[src/hw/rtl/polygon_orientation_bbox_assert.svh]
// ----------------------------------------------------------------------------
// Polygon orientation and bounding box: assertion macros
// Shared concurrent assertion forms used by the tracker and orientation modules.
// ----------------------------------------------------------------------------
`ifndef POLYGON_ORIENTATION_BBOX_ASSERT_SVH
`define POLYGON_ORIENTATION_BBOX_ASSERT_SVH

// Same-cycle implication, disabled while reset is high.
`define POB_ASSERT_NOW(label, clk, rst, ante, cons) \
   label: assert property (@(posedge clk) disable iff (rst) (ante) |-> (cons)) \
      else $error("pob assertion failed");

// Next-cycle implication, disabled while reset is high.
`define POB_ASSERT_NEXT(label, clk, rst, ante, cons) \
   label: assert property (@(posedge clk) disable iff (rst) (ante) |=> (cons)) \
      else $error("pob assertion failed");

`endif

[src/hw/rtl/pob_pkg.sv]
// ----------------------------------------------------------------------------
// Polygon orientation and bounding box: package
// Payload types of the vertex and result channels and internal stage types.
// ----------------------------------------------------------------------------
package pob_pkg;

   // Width of every coordinate field on the ports.
   localparam int FIELD_WIDTH = 16;

   typedef struct packed {
      logic signed [FIELD_WIDTH-1:0] coord_x;
      logic signed [FIELD_WIDTH-1:0] coord_y;
      logic                          final_vertex;
   } req_type;

   typedef struct packed {
      logic signed [FIELD_WIDTH-1:0] min_x;
      logic signed [FIELD_WIDTH-1:0] max_x;
      logic signed [FIELD_WIDTH-1:0] min_y;
      logic signed [FIELD_WIDTH-1:0] max_y;
   } box_type;

   typedef struct packed {
      logic                          is_clockwise;
      logic                          enough_points;
      logic signed [FIELD_WIDTH-1:0] min_x;
      logic signed [FIELD_WIDTH-1:0] max_x;
      logic signed [FIELD_WIDTH-1:0] min_y;
      logic signed [FIELD_WIDTH-1:0] max_y;
   } rsp_type;

   // Status that travels with a finished polygon down the orientation pipe.
   typedef struct packed {
      logic valid;
      logic enough;
   } stage_ctl_type;

endpackage

[src/hw/rtl/pob_tracker.sv]
// ----------------------------------------------------------------------------
// Polygon orientation and bounding box: vertex tracker
// Running box, lowest vertex and its ring neighbours; on the closing vertex
// it registers the edge vectors around the lowest vertex and the box.
// ----------------------------------------------------------------------------
`include "polygon_orientation_bbox_assert.svh"

module pob_tracker #(
   parameter int COORD_WIDTH = 16
) (
   input  logic                          clock,
   input  logic                          reset,
   input  logic                          vtx_valid,
   input  pob_pkg::req_type              vtx,
   input  logic                          down_ready,
   output logic                          vtx_take,
   output pob_pkg::stage_ctl_type        ctl_out,
   output logic signed [COORD_WIDTH:0]   prev_dx,
   output logic signed [COORD_WIDTH:0]   prev_dy,
   output logic signed [COORD_WIDTH:0]   succ_dx,
   output logic signed [COORD_WIDTH:0]   succ_dy,
   output pob_pkg::box_type              box_out
);
   import pob_pkg::*;

   localparam logic [1:0] SEEN_FULL = 2'd3;

   logic signed [COORD_WIDTH-1:0] vx, vy;

   // Control state.
   logic [1:0] seen_ff, seen_in;
   logic       pending_ff, pending_in;
   logic       is_first_ff, is_first_in;

   // Vertex state.
   logic signed [COORD_WIDTH-1:0] first_x_ff, first_y_ff, first_x_in, first_y_in;
   logic signed [COORD_WIDTH-1:0] last_x_ff, last_y_ff;
   logic signed [COORD_WIDTH-1:0] ext_x_ff, ext_y_ff, ext_x_in, ext_y_in;
   logic signed [COORD_WIDTH-1:0] eprv_x_ff, eprv_y_ff, eprv_x_in, eprv_y_in;
   logic signed [COORD_WIDTH-1:0] esuc_x_ff, esuc_y_ff, esuc_x_in, esuc_y_in;
   logic signed [COORD_WIDTH-1:0] lo_x_ff, hi_x_ff, lo_y_ff, hi_y_ff;
   logic signed [COORD_WIDTH-1:0] lo_x_in, hi_x_in, lo_y_in, hi_y_in;

   // Neighbours used for the cross product.
   logic signed [COORD_WIDTH-1:0] p_x, p_y, n_x, n_y;

   // Stage register toward the orientation pipe.
   logic                        s1_valid_ff, s1_valid_in, s1_ready;
   logic                        s1_enough_ff;
   logic signed [COORD_WIDTH:0] pdx_ff, pdy_ff, ndx_ff, ndy_ff;
   box_type                     box_ff, box_in;

   logic seen_zero, replace, closing;

   always_comb begin
      vx = COORD_WIDTH'(unsigned'(vtx.coord_x));
      vy = COORD_WIDTH'(unsigned'(vtx.coord_y));
      seen_zero = (seen_ff == 2'd0);
      replace = !seen_zero &&
                ((vy < ext_y_ff) || ((vy == ext_y_ff) && (vx == ext_x_ff)));

      seen_in     = (seen_ff == SEEN_FULL) ? seen_ff : seen_ff + 2'd1;
      pending_in  = seen_zero || replace;
      is_first_in = seen_zero ? 1'b1 : (replace ? 1'b0 : is_first_ff);

      first_x_in = seen_zero ? vx : first_x_ff;
      first_y_in = seen_zero ? vy : first_y_ff;
      ext_x_in   = (seen_zero || replace) ? vx : ext_x_ff;
      ext_y_in   = (seen_zero || replace) ? vy : ext_y_ff;
      eprv_x_in  = replace ? last_x_ff : eprv_x_ff;
      eprv_y_in  = replace ? last_y_ff : eprv_y_ff;
      esuc_x_in  = (!seen_zero && pending_ff) ? vx : esuc_x_ff;
      esuc_y_in  = (!seen_zero && pending_ff) ? vy : esuc_y_ff;

      lo_x_in = (seen_zero || vx < lo_x_ff) ? vx : lo_x_ff;
      hi_x_in = (seen_zero || vx > hi_x_ff) ? vx : hi_x_ff;
      lo_y_in = (seen_zero || vy < lo_y_ff) ? vy : lo_y_ff;
      hi_y_in = (seen_zero || vy > hi_y_ff) ? vy : hi_y_ff;

      // The ring wraps: a first-vertex extreme takes the closing vertex as
      // its predecessor, and an extreme without successor takes the first.
      p_x = is_first_in ? vx : eprv_x_in;
      p_y = is_first_in ? vy : eprv_y_in;
      n_x = pending_in ? first_x_in : esuc_x_in;
      n_y = pending_in ? first_y_in : esuc_y_in;

      box_in.min_x = FIELD_WIDTH'(unsigned'(lo_x_in));
      box_in.max_x = FIELD_WIDTH'(unsigned'(hi_x_in));
      box_in.min_y = FIELD_WIDTH'(unsigned'(lo_y_in));
      box_in.max_y = FIELD_WIDTH'(unsigned'(hi_y_in));

      s1_ready    = !s1_valid_ff || down_ready;
      vtx_take    = vtx_valid && (!vtx.final_vertex || s1_ready);
      closing     = vtx_take && vtx.final_vertex;
      s1_valid_in = s1_ready ? closing : s1_valid_ff;
   end

   always_ff @(posedge clock) begin
      if (reset) begin
         seen_ff     <= 2'd0;
         pending_ff  <= 1'b0;
         is_first_ff <= 1'b1;
         s1_valid_ff <= 1'b0;
      end else begin
         s1_valid_ff <= s1_valid_in;
         if (closing) begin
            seen_ff     <= 2'd0;
            pending_ff  <= 1'b0;
            is_first_ff <= 1'b1;
         end else if (vtx_take) begin
            seen_ff     <= seen_in;
            pending_ff  <= pending_in;
            is_first_ff <= is_first_in;
         end
      end
   end

   always_ff @(posedge clock) begin
      if (vtx_take) begin
         first_x_ff <= first_x_in;
         first_y_ff <= first_y_in;
         last_x_ff  <= vx;
         last_y_ff  <= vy;
         ext_x_ff   <= ext_x_in;
         ext_y_ff   <= ext_y_in;
         eprv_x_ff  <= eprv_x_in;
         eprv_y_ff  <= eprv_y_in;
         esuc_x_ff  <= esuc_x_in;
         esuc_y_ff  <= esuc_y_in;
         lo_x_ff    <= lo_x_in;
         hi_x_ff    <= hi_x_in;
         lo_y_ff    <= lo_y_in;
         hi_y_ff    <= hi_y_in;
      end
      if (closing) begin
         s1_enough_ff <= (seen_in == SEEN_FULL);
         pdx_ff <= (COORD_WIDTH+1)'(p_x) - (COORD_WIDTH+1)'(ext_x_in);
         pdy_ff <= (COORD_WIDTH+1)'(p_y) - (COORD_WIDTH+1)'(ext_y_in);
         ndx_ff <= (COORD_WIDTH+1)'(n_x) - (COORD_WIDTH+1)'(ext_x_in);
         ndy_ff <= (COORD_WIDTH+1)'(n_y) - (COORD_WIDTH+1)'(ext_y_in);
         box_ff <= box_in;
      end
   end

   assign ctl_out.valid  = s1_valid_ff;
   assign ctl_out.enough = s1_enough_ff;
   assign prev_dx = pdx_ff;
   assign prev_dy = pdy_ff;
   assign succ_dx = ndx_ff;
   assign succ_dy = ndy_ff;
   assign box_out = box_ff;

   `POB_ASSERT_NEXT(a_close_clears, clock, reset, closing,
                    (seen_ff == 2'd0) && is_first_ff && !pending_ff && s1_valid_ff)
   `POB_ASSERT_NOW(a_box_ordered, clock, reset, seen_ff != 2'd0,
                   (lo_x_ff <= hi_x_ff) && (lo_y_ff <= hi_y_ff))
   `POB_ASSERT_NEXT(a_stage_held, clock, reset, s1_valid_ff && !down_ready, s1_valid_ff)
endmodule

[src/hw/rtl/pob_orient.sv]
// ----------------------------------------------------------------------------
// Polygon orientation and bounding box: orientation stage
// Two registered cross-product terms, then the sign test into the result
// register.
// ----------------------------------------------------------------------------
`include "polygon_orientation_bbox_assert.svh"

module pob_orient #(
   parameter int COORD_WIDTH = 16
) (
   input  logic                        clock,
   input  logic                        reset,
   input  pob_pkg::stage_ctl_type      ctl_in,
   input  logic signed [COORD_WIDTH:0] prev_dx,
   input  logic signed [COORD_WIDTH:0] prev_dy,
   input  logic signed [COORD_WIDTH:0] succ_dx,
   input  logic signed [COORD_WIDTH:0] succ_dy,
   input  pob_pkg::box_type            box_in,
   output logic                        up_ready,
   output logic                        rsp_valid,
   input  logic                        rsp_stall,
   output pob_pkg::rsp_type            rsp
);
   import pob_pkg::*;

   localparam int PROD_WIDTH = 2 * COORD_WIDTH + 2;

   logic                         s2_valid_ff, s2_valid_in, s2_ready;
   logic                         s2_enough_ff;
   box_type                      s2_box_ff;
   logic signed [PROD_WIDTH-1:0] p1_ff, p2_ff, p1_in, p2_in;
   logic                         out_valid_ff, out_valid_in, out_ready;
   rsp_type                      out_ff, out_in;

   always_comb begin
      p1_in = PROD_WIDTH'(prev_dx) * PROD_WIDTH'(succ_dy);
      p2_in = PROD_WIDTH'(succ_dx) * PROD_WIDTH'(prev_dy);

      out_ready   = !out_valid_ff || !rsp_stall;
      s2_ready    = !s2_valid_ff || out_ready;
      s2_valid_in = s2_ready ? ctl_in.valid : s2_valid_ff;
      out_valid_in = out_ready ? s2_valid_ff : out_valid_ff;

      // A zero cross product counts as counter-clockwise.
      out_in.is_clockwise  = s2_enough_ff && (p1_ff < p2_ff);
      out_in.enough_points = s2_enough_ff;
      out_in.min_x = s2_box_ff.min_x;
      out_in.max_x = s2_box_ff.max_x;
      out_in.min_y = s2_box_ff.min_y;
      out_in.max_y = s2_box_ff.max_y;
   end

   always_ff @(posedge clock) begin
      if (reset) begin
         s2_valid_ff  <= 1'b0;
         out_valid_ff <= 1'b0;
      end else begin
         s2_valid_ff  <= s2_valid_in;
         out_valid_ff <= out_valid_in;
      end
   end

   always_ff @(posedge clock) begin
      if (s2_ready && ctl_in.valid) begin
         p1_ff        <= p1_in;
         p2_ff        <= p2_in;
         s2_enough_ff <= ctl_in.enough;
         s2_box_ff    <= box_in;
      end
      if (out_ready && s2_valid_ff) begin
         out_ff <= out_in;
      end
   end

   assign up_ready  = s2_ready;
   assign rsp_valid = out_valid_ff;
   assign rsp       = out_ff;

   `POB_ASSERT_NOW(a_cw_needs_points, clock, reset, out_valid_ff,
                   !out_ff.is_clockwise || out_ff.enough_points)
   `POB_ASSERT_NEXT(a_s2_moves, clock, reset, s2_valid_ff && out_ready, out_valid_ff)
   `POB_ASSERT_NEXT(a_s2_held, clock, reset, s2_valid_ff && !out_ready, s2_valid_ff)
endmodule

[src/hw/rtl/polygon_orientation_bbox.sv]
// ----------------------------------------------------------------------------
// Polygon orientation and bounding box: top level
// Streams polygon vertices and reports each polygon's box and winding.
// ----------------------------------------------------------------------------
//
//   Channel   Direction  Handshake              Beat
//   req_      in         req_valid / req_stall  one vertex with closing flag
//   rsp_      out        rsp_valid / rsp_stall  box and orientation of a polygon
//
// One vertex beat can be taken in every cycle unless a closing vertex waits
// for room in a stalled pipe. Once accepted into the input register, a closing
// vertex passes the tracker stage, the product stage and the result register
// before its result shows on rsp_valid. Reset is synchronous and clears only
// control state. A stalled result backs up the product and tracker stages
// first; ordinary vertices keep flowing until a closing vertex finds no room.
//
// The tracker folds every vertex into the running box and keeps the lowest
// vertex together with its predecessor and successor on the ring. When the
// closing vertex arrives the edge vectors out of the lowest vertex are
// registered, the next stage forms the two cross-product terms, and the last
// stage compares them. A negative cross product reports clockwise; polygons
// with fewer than three vertices report not clockwise and clear
// enough_points. The tracker returns to its empty state after each polygon.
// ----------------------------------------------------------------------------
module polygon_orientation_bbox #(
   parameter int COORD_WIDTH = 16
) (
   input  logic             clock,
   input  logic             reset,
   input  logic             req_valid,
   output logic             req_stall,
   input  pob_pkg::req_type req,
   output logic             rsp_valid,
   input  logic             rsp_stall,
   output pob_pkg::rsp_type rsp
);
   import pob_pkg::*;

   // Input register.
   logic    in_valid_ff, in_valid_in;
   req_type in_ff;
   logic    in_take;

   stage_ctl_type               trk_ctl;
   logic signed [COORD_WIDTH:0] prev_dx, prev_dy, succ_dx, succ_dy;
   box_type                     trk_box;
   logic                        orient_ready;

   // The input register refills whenever its beat leaves or it is empty.
   always_comb begin
      req_stall   = in_valid_ff && !in_take;
      in_valid_in = req_stall ? in_valid_ff : req_valid;
   end

   always_ff @(posedge clock) begin
      if (reset) begin
         in_valid_ff <= 1'b0;
      end else begin
         in_valid_ff <= in_valid_in;
      end
   end

   always_ff @(posedge clock) begin
      if (!req_stall && req_valid) begin
         in_ff <= req;
      end
   end

   pob_tracker #(
      .COORD_WIDTH(COORD_WIDTH)
   ) u_tracker (
      .clock      (clock),
      .reset      (reset),
      .vtx_valid  (in_valid_ff),
      .vtx        (in_ff),
      .down_ready (orient_ready),
      .vtx_take   (in_take),
      .ctl_out    (trk_ctl),
      .prev_dx    (prev_dx),
      .prev_dy    (prev_dy),
      .succ_dx    (succ_dx),
      .succ_dy    (succ_dy),
      .box_out    (trk_box)
   );

   pob_orient #(
      .COORD_WIDTH(COORD_WIDTH)
   ) u_orient (
      .clock     (clock),
      .reset     (reset),
      .ctl_in    (trk_ctl),
      .prev_dx   (prev_dx),
      .prev_dy   (prev_dy),
      .succ_dx   (succ_dx),
      .succ_dy   (succ_dy),
      .box_in    (trk_box),
      .up_ready  (orient_ready),
      .rsp_valid (rsp_valid),
      .rsp_stall (rsp_stall),
      .rsp       (rsp)
   );
endmodule
[config.mk]
export PLATFORM = sky130hd
export DESIGN_NAME = polygon_orientation_bbox
export DESIGN_NICKNAME = d
export VERILOG_FILES = /design/src/hw/rtl/pob_pkg.sv /design/src/hw/rtl/pob_tracker.sv /design/src/hw/rtl/pob_orient.sv /design/src/hw/rtl/polygon_orientation_bbox.sv
export VERILOG_INCLUDE_DIRS = /design/src /design/src/hw/rtl
export SDC_FILE = /design/constraint.sdc
export NUM_CORES = 2
export LEC_CHECK = 0
export ABC_AREA = 1
export BUFFER_PORTS_ARGS = -buffer_cell sky130_fd_sc_hd__buf_2
export CAP_MARGIN = 10
export CORE_ASPECT_RATIO = 1.5
export CORE_MARGIN = 3
export CORE_UTILIZATION = 43
export DETAILED_ROUTE_END_ITERATION = 12
export GPL_ROUTABILITY_DRIVEN = 0
export PLACE_DENSITY_LB_ADDON = 0.25
export SLEW_MARGIN = 20
export SYNTH_ARGS = -nofsm -noshare
export SYNTH_HDL_FRONTEND = slang
export SYNTH_SLANG_ARGS = --single-unit
[constraint.sdc]
create_clock -name clock -period 10.2 [get_ports clock]
set_input_delay 1.02 -clock clock [delete_from_list [all_inputs] [get_ports clock]]
set_output_delay 1.02 -clock clock [all_outputs]
set_load 0.02 [all_outputs]
# Yosys cells after proc, flatten, opt, wreduce, memory -nomap -nowiden
# Cells that the tools add are included.
# op_classes
n_eq_ne	4
n_lt_le_gt_ge	6
multipliers	2
addsub	5
n_mux	19
reduce_logical	30
# ops
op	count
$mux W16	16
$mul A17 B17 Y34	2
$sub A16 B16 Y17	4
$lt A16 B16 Y1	3
$lt A34 B34 Y1	1
$eq A16 B16 Y1	2
$gt A16 B16 Y1	2
$logic_and A1 B1 Y1	10
$logic_or A1 B1 Y1	10
$logic_not A1 Y1	8
$eq A2 B2 Y1 const B	2
$add A2 B1 Y2 const B	1
$logic_not A2 Y1	1
$mux W1	2
$mux W2	1
$reduce_or A2 Y1	1
# word_totals
inputBits	37
elab_cells	112
reg_bits	597

# Depth between registers and ports, before layout
# depth
ltp_word	10
ltp_mapped	31
mapped_depth_nobuf	29

# Hierarchy
# From an unflattened synthesis, not the netlist that was laid out.
# hier_totals
cells_unflattened	5423
area_unflattened_um2	50975.1
# by_module_without_submodules
module	n_inst	area_each_um2	cells_each
pob_orient	1	30246.5	3395
pob_tracker	1	19691.4	1988
polygon_orientation_bbox	1	1037.2	40

# Worst setup path after synthesis
# Ideal clock, no wire load.
# synth_path
path_kind	input to register
startpoint	in rsp_stall
endpoint	reg u_tracker.box_ff, in the netlist u_tracker.box_out[0] (enable)
slack_ns	0.817
stages	9
t_arrival_ns	8.899
required_time_ns	9.716
path_cell_list	nand2_1 nor2_1 inv_1 nor2_1 nand2_1 nand2_1 inv_1 nand2_1 inv_1
# synth_between
elab_chain_cells	7
# synth_lines
item	line	source
start: declaration	polygon_orientation_bbox.sv:34	input logic rsp_stall,
$logic_not A1 Y1	pob_orient.sv:39	out_ready = !out_valid_ff || !rsp_stall;
$logic_or A1 B1 Y1	pob_orient.sv:39	
$logic_or A1 B1 Y1	pob_orient.sv:40	s2_ready = !s2_valid_ff || out_ready;
$logic_or A1 B1 Y1	pob_tracker.sv:92	s1_ready = !s1_valid_ff || down_ready;
$logic_or A1 B1 Y1	pob_tracker.sv:93	vtx_take = vtx_valid && (!vtx.final_vertex || s1_ready);
$logic_and A1 B1 Y1	pob_tracker.sv:93	
named net in_take	polygon_orientation_bbox.sv:42	logic in_take;
$logic_and A1 B1 Y1	pob_tracker.sv:94	closing = vtx_take && vtx.final_vertex;
named net u_tracker.closing	pob_tracker.sv:53	logic seen_zero, replace, closing;
end signal: assignment	pob_tracker.sv:141	box_ff <= box_in;
end: declaration	pob_tracker.sv:51	box_type box_ff, box_in;
# The timed path passes the listed nets, and every way through them passes these cells.
# A chain may end at the register's enable or synchronous reset.

# Worst setup path after layout
# layout_path
startpoint	reg u_tracker.ndy_ff[3], in the netlist u_tracker.succ_dy[3]
endpoint	reg u_orient.p1_ff[29], data pin
# layout_between
elab_chain_cells	1
# layout_lines
item	line	source
start: declaration	pob_tracker.sv:50	logic signed [COORD_WIDTH:0] pdx_ff, pdy_ff, ndx_ff, ndy_ff;
start signal: assignment	pob_tracker.sv:140	ndy_ff <= (COORD_WIDTH+1)'(n_y) - (COORD_WIDTH+1)'(ext_y_in);
$mul A17 B17 Y34	pob_orient.sv:36	p1_in = PROD_WIDTH'(prev_dx) * PROD_WIDTH'(succ_dy);
named net u_orient.p1_in[29]	pob_orient.sv:31	logic signed [PROD_WIDTH-1:0] p1_ff, p2_ff, p1_in, p2_in;
end signal: assignment	pob_orient.sv:65	p1_ff <= p1_in;
end: declaration	pob_orient.sv:31	
# The timed path passes the listed nets, and every way through them passes these cells.

==> impl_metrics.json <==
{
  "slew_headroom_pct": 28.3,
  "cts_buffers": 56,
  "startpoint_type": "flip-flop",
  "hold_start": "u_tracker.box_out[36]$_DFFE_PP_",
  "layout_setup_ws_ps": 3690,
  "critPathKind": "flip-flop to flip-flop",
  "synth_edf_count": 589,
  "cts_resized": 0,
  "drt-initial-drc-count": 1872,
  "rsz0062_at_grt": "no",
  "report.final.slew_viol_count": 0,
  "clkTransAtPathRegs_ps": 70,
  "dieArea_sq_um": 121000,
  "fp.coreArea_sq_um": 116000,
  "cts-root-buf": "clkbuf_16",
  "synthFlopType": "edfxtp_1",
  "via_per_inst": 4.93,
  "pre_cts_slack_ps": 3720,
  "ios": 105,
  "synth_top_area_cell": "edfxtp_1",
  "synthesis.nets": 6316,
  "cts_setup_buffers": 0,
  "yosysMostFrequentCell": "nand2_1",
  "drcViolationCount": 0,
  "period_share_pct": 63.8,
  "layout-drive-gt1-share_pct": 4.92,
  "cts_hold_buf": 0,
  "rows": 153,
  "diodes": 0,
  "min_path_type": "flip-flop to flip-flop",
  "synth.avg_cell_area_sq_um": 9.44,
  "track_usage_pct": 20.1,
  "portBuffers": 104,
  "status": "completed",
  "ys_types": 44,
  "clock_sinks": 597,
  "wl_per_cell_um": 17.2,
  "ant_nets": 0,
  "syn_area_sq_um": 50400,
  "area_growth_syn_to_layout_pct": 7.49,
  "start_util_pct": 43.3,
  "synthTopCellsByArea": "edfxtp_1, fa_1, nand2_1",
  "drt_wl_total_mm": 120,
  "die_height_um": 425,
  "num_vias": 34200,
  "cp.arrival_ps": 6900,
  "end_kind": "flip-flop",
  "finalHoldViolCount": 0,
  "synth_warnings": 0,
  "r2r_slack_ps": 3690,
  "cap_violations": 0,
  "rr_startpoint": "u_tracker.succ_dy[3]$_DFFE_PP_",
  "synth-seq-area-share_pct": 35.4,
  "setup.worst_path.start": "u_tracker.succ_dy[3]$_DFFE_PP_",
  "cts_tree": "done",
  "grt_pass1_wl_mm": 194,
  "synth_top_area_share_pct": 35.1,
  "worst_slew_pin_slew_ps": 1080,
  "die_w_um": 285,
  "cts_max_path_buffers": 3,
  "min_period_ps": 6510,
  "antenna_found_initial": 0,
  "clock_latency_ps": 630,
  "synthCells": 5338,
  "finClkSkew_ps": 26.9,
  "cp_data_required_time_ps": 10590,
  "max_freq_mhz": 154,
  "first_pass_iters": 6,
  "ys_async_sr_fraction_pct": 0,
  "grt_max_degree": 109,
  "holdWs_ps": 417,
  "grt-ovfl-total": 0,
  "finalNetCount": 6316,
  "ys_seq_elements": 597,
  "dp_hpwl_mm": 92.4,
  "critPathMaxFanout": 17,
  "grt_pass1_vias": 36700,
  "setup-tns-final_ps": 0,
  "htreeDepth": 2,
  "setup_viol": 0,
  "synth_commonest_cells": "nand2_1, inv_1, fa_1, edfxtp_1, ha_1"
}
## kinds of logic (layout without fill, tap and decap cells)
kind of cell,after synthesis,count (layout),synth area share [%]
simple gates,1720,1720,13.6
buf+inv,1485,1529,11.2
fa+ha+maj,941,941,32.3
flops,597,597,35.4
compound gates,465,465,5.32
xor+xnor,130,130,2.26
## layer usage
metal	global-route usage (%)	vias to the layer above	share of wire, %
met2	38.7	761	55
met3	1.73	286	3.3
met1	22.5	16800	37
met4	8.60	0	4.7
met5	0	-	0
li1	-	16400	-
## path summary, 6_finish.rpt
kind | cells after the start | end
min | 0 | u_orient.out_in[36]$_DFFE_PP_
max reg2reg | 19 | u_orient.p1_ff[29]$_DFFE_PP_
max | 19 | u_orient.p1_ff[29]$_DFFE_PP_
min reg2reg | 0 | u_orient.out_in[36]$_DFFE_PP_
## flip-flops by register name, indices dropped and copies added, names as in the netlist, 17 cells and up
signal and count:
u_orient.rsp 66, u_tracker.succ_dy 17, u_orient.p1_ff 34, u_orient.out_in 64, in_ff 33, u_tracker.succ_dx 17
u_tracker.prev_dy 17, u_tracker.prev_dx 17, u_orient.p2_ff 34, u_tracker.box_out 64
## metrics by stage
step | instance area [sq um] | instances | util (%)
global placement | 52300 | 6830 | 45.0
floorplan | 50400 | 5338 | -
CTS | 54100 | 6932 | 46.6
global route | 54100 | 6932 | 46.6
finish | 54100 | 6932 | 46.6
detailed placement | 52300 | 6830 | 45.0
## placed cells by master, fill, tap and decap left out, types with 16 or more instances in the layout
| cell type | count |
|---|---|
| ha_1 | 345 |
| nor2_1 | 134 |
| nor3_1 | 26 |
| clkbuf_16 | 56 |
| xor2_1 | 88 |
| nand3_1 | 177 |
| inv_1 | 1279 |
| edfxtp_1 | 589 |
| fa_1 | 596 |
| nand4_1 | 20 |
| buf_2 | 104 |
| buf_4 | 31 |
| o21ai_1 | 34 |
| o21ai_0 | 117 |
| nand2_1 | 1340 |
| a21o_1 | 16 |
| a21oi_1 | 183 |
| xnor2_1 | 42 |
| o21a_1 | 37 |
| o21ai_2 | 21 |
## final cells by class
class | count | area, sq um
flip-flops and latches | 597 | 17800
clock inverters | 34 | 350
inverters | 1292 | 4870
repair buffers | 135 | 753
well taps | 1550 | 1940
multi-input cells | 3256 | 26900
clock buffers | 68 | 1470
fillers | 11100 | 62100
## critical path, cell delays in order (launching register included)
cell      delay [ps]
edfxtp_1        1030
nand2_1          230
inv_1            130
fa_1             570
fa_1             880
fa_1             520
fa_1             520
fa_1             500
inv_1             50
fa_1             470
inv_1             40
ha_1             330
nand2_1          130
nor2_1           180
inv_1            100
nor3_1           190
and3_1           180
nand2_1           70
nand4_1          100
nand2_1           50
Power is left out: the tool's default activity adds up to more than one toggle a clock period on the data nets, which glitch-free logic cannot reach.
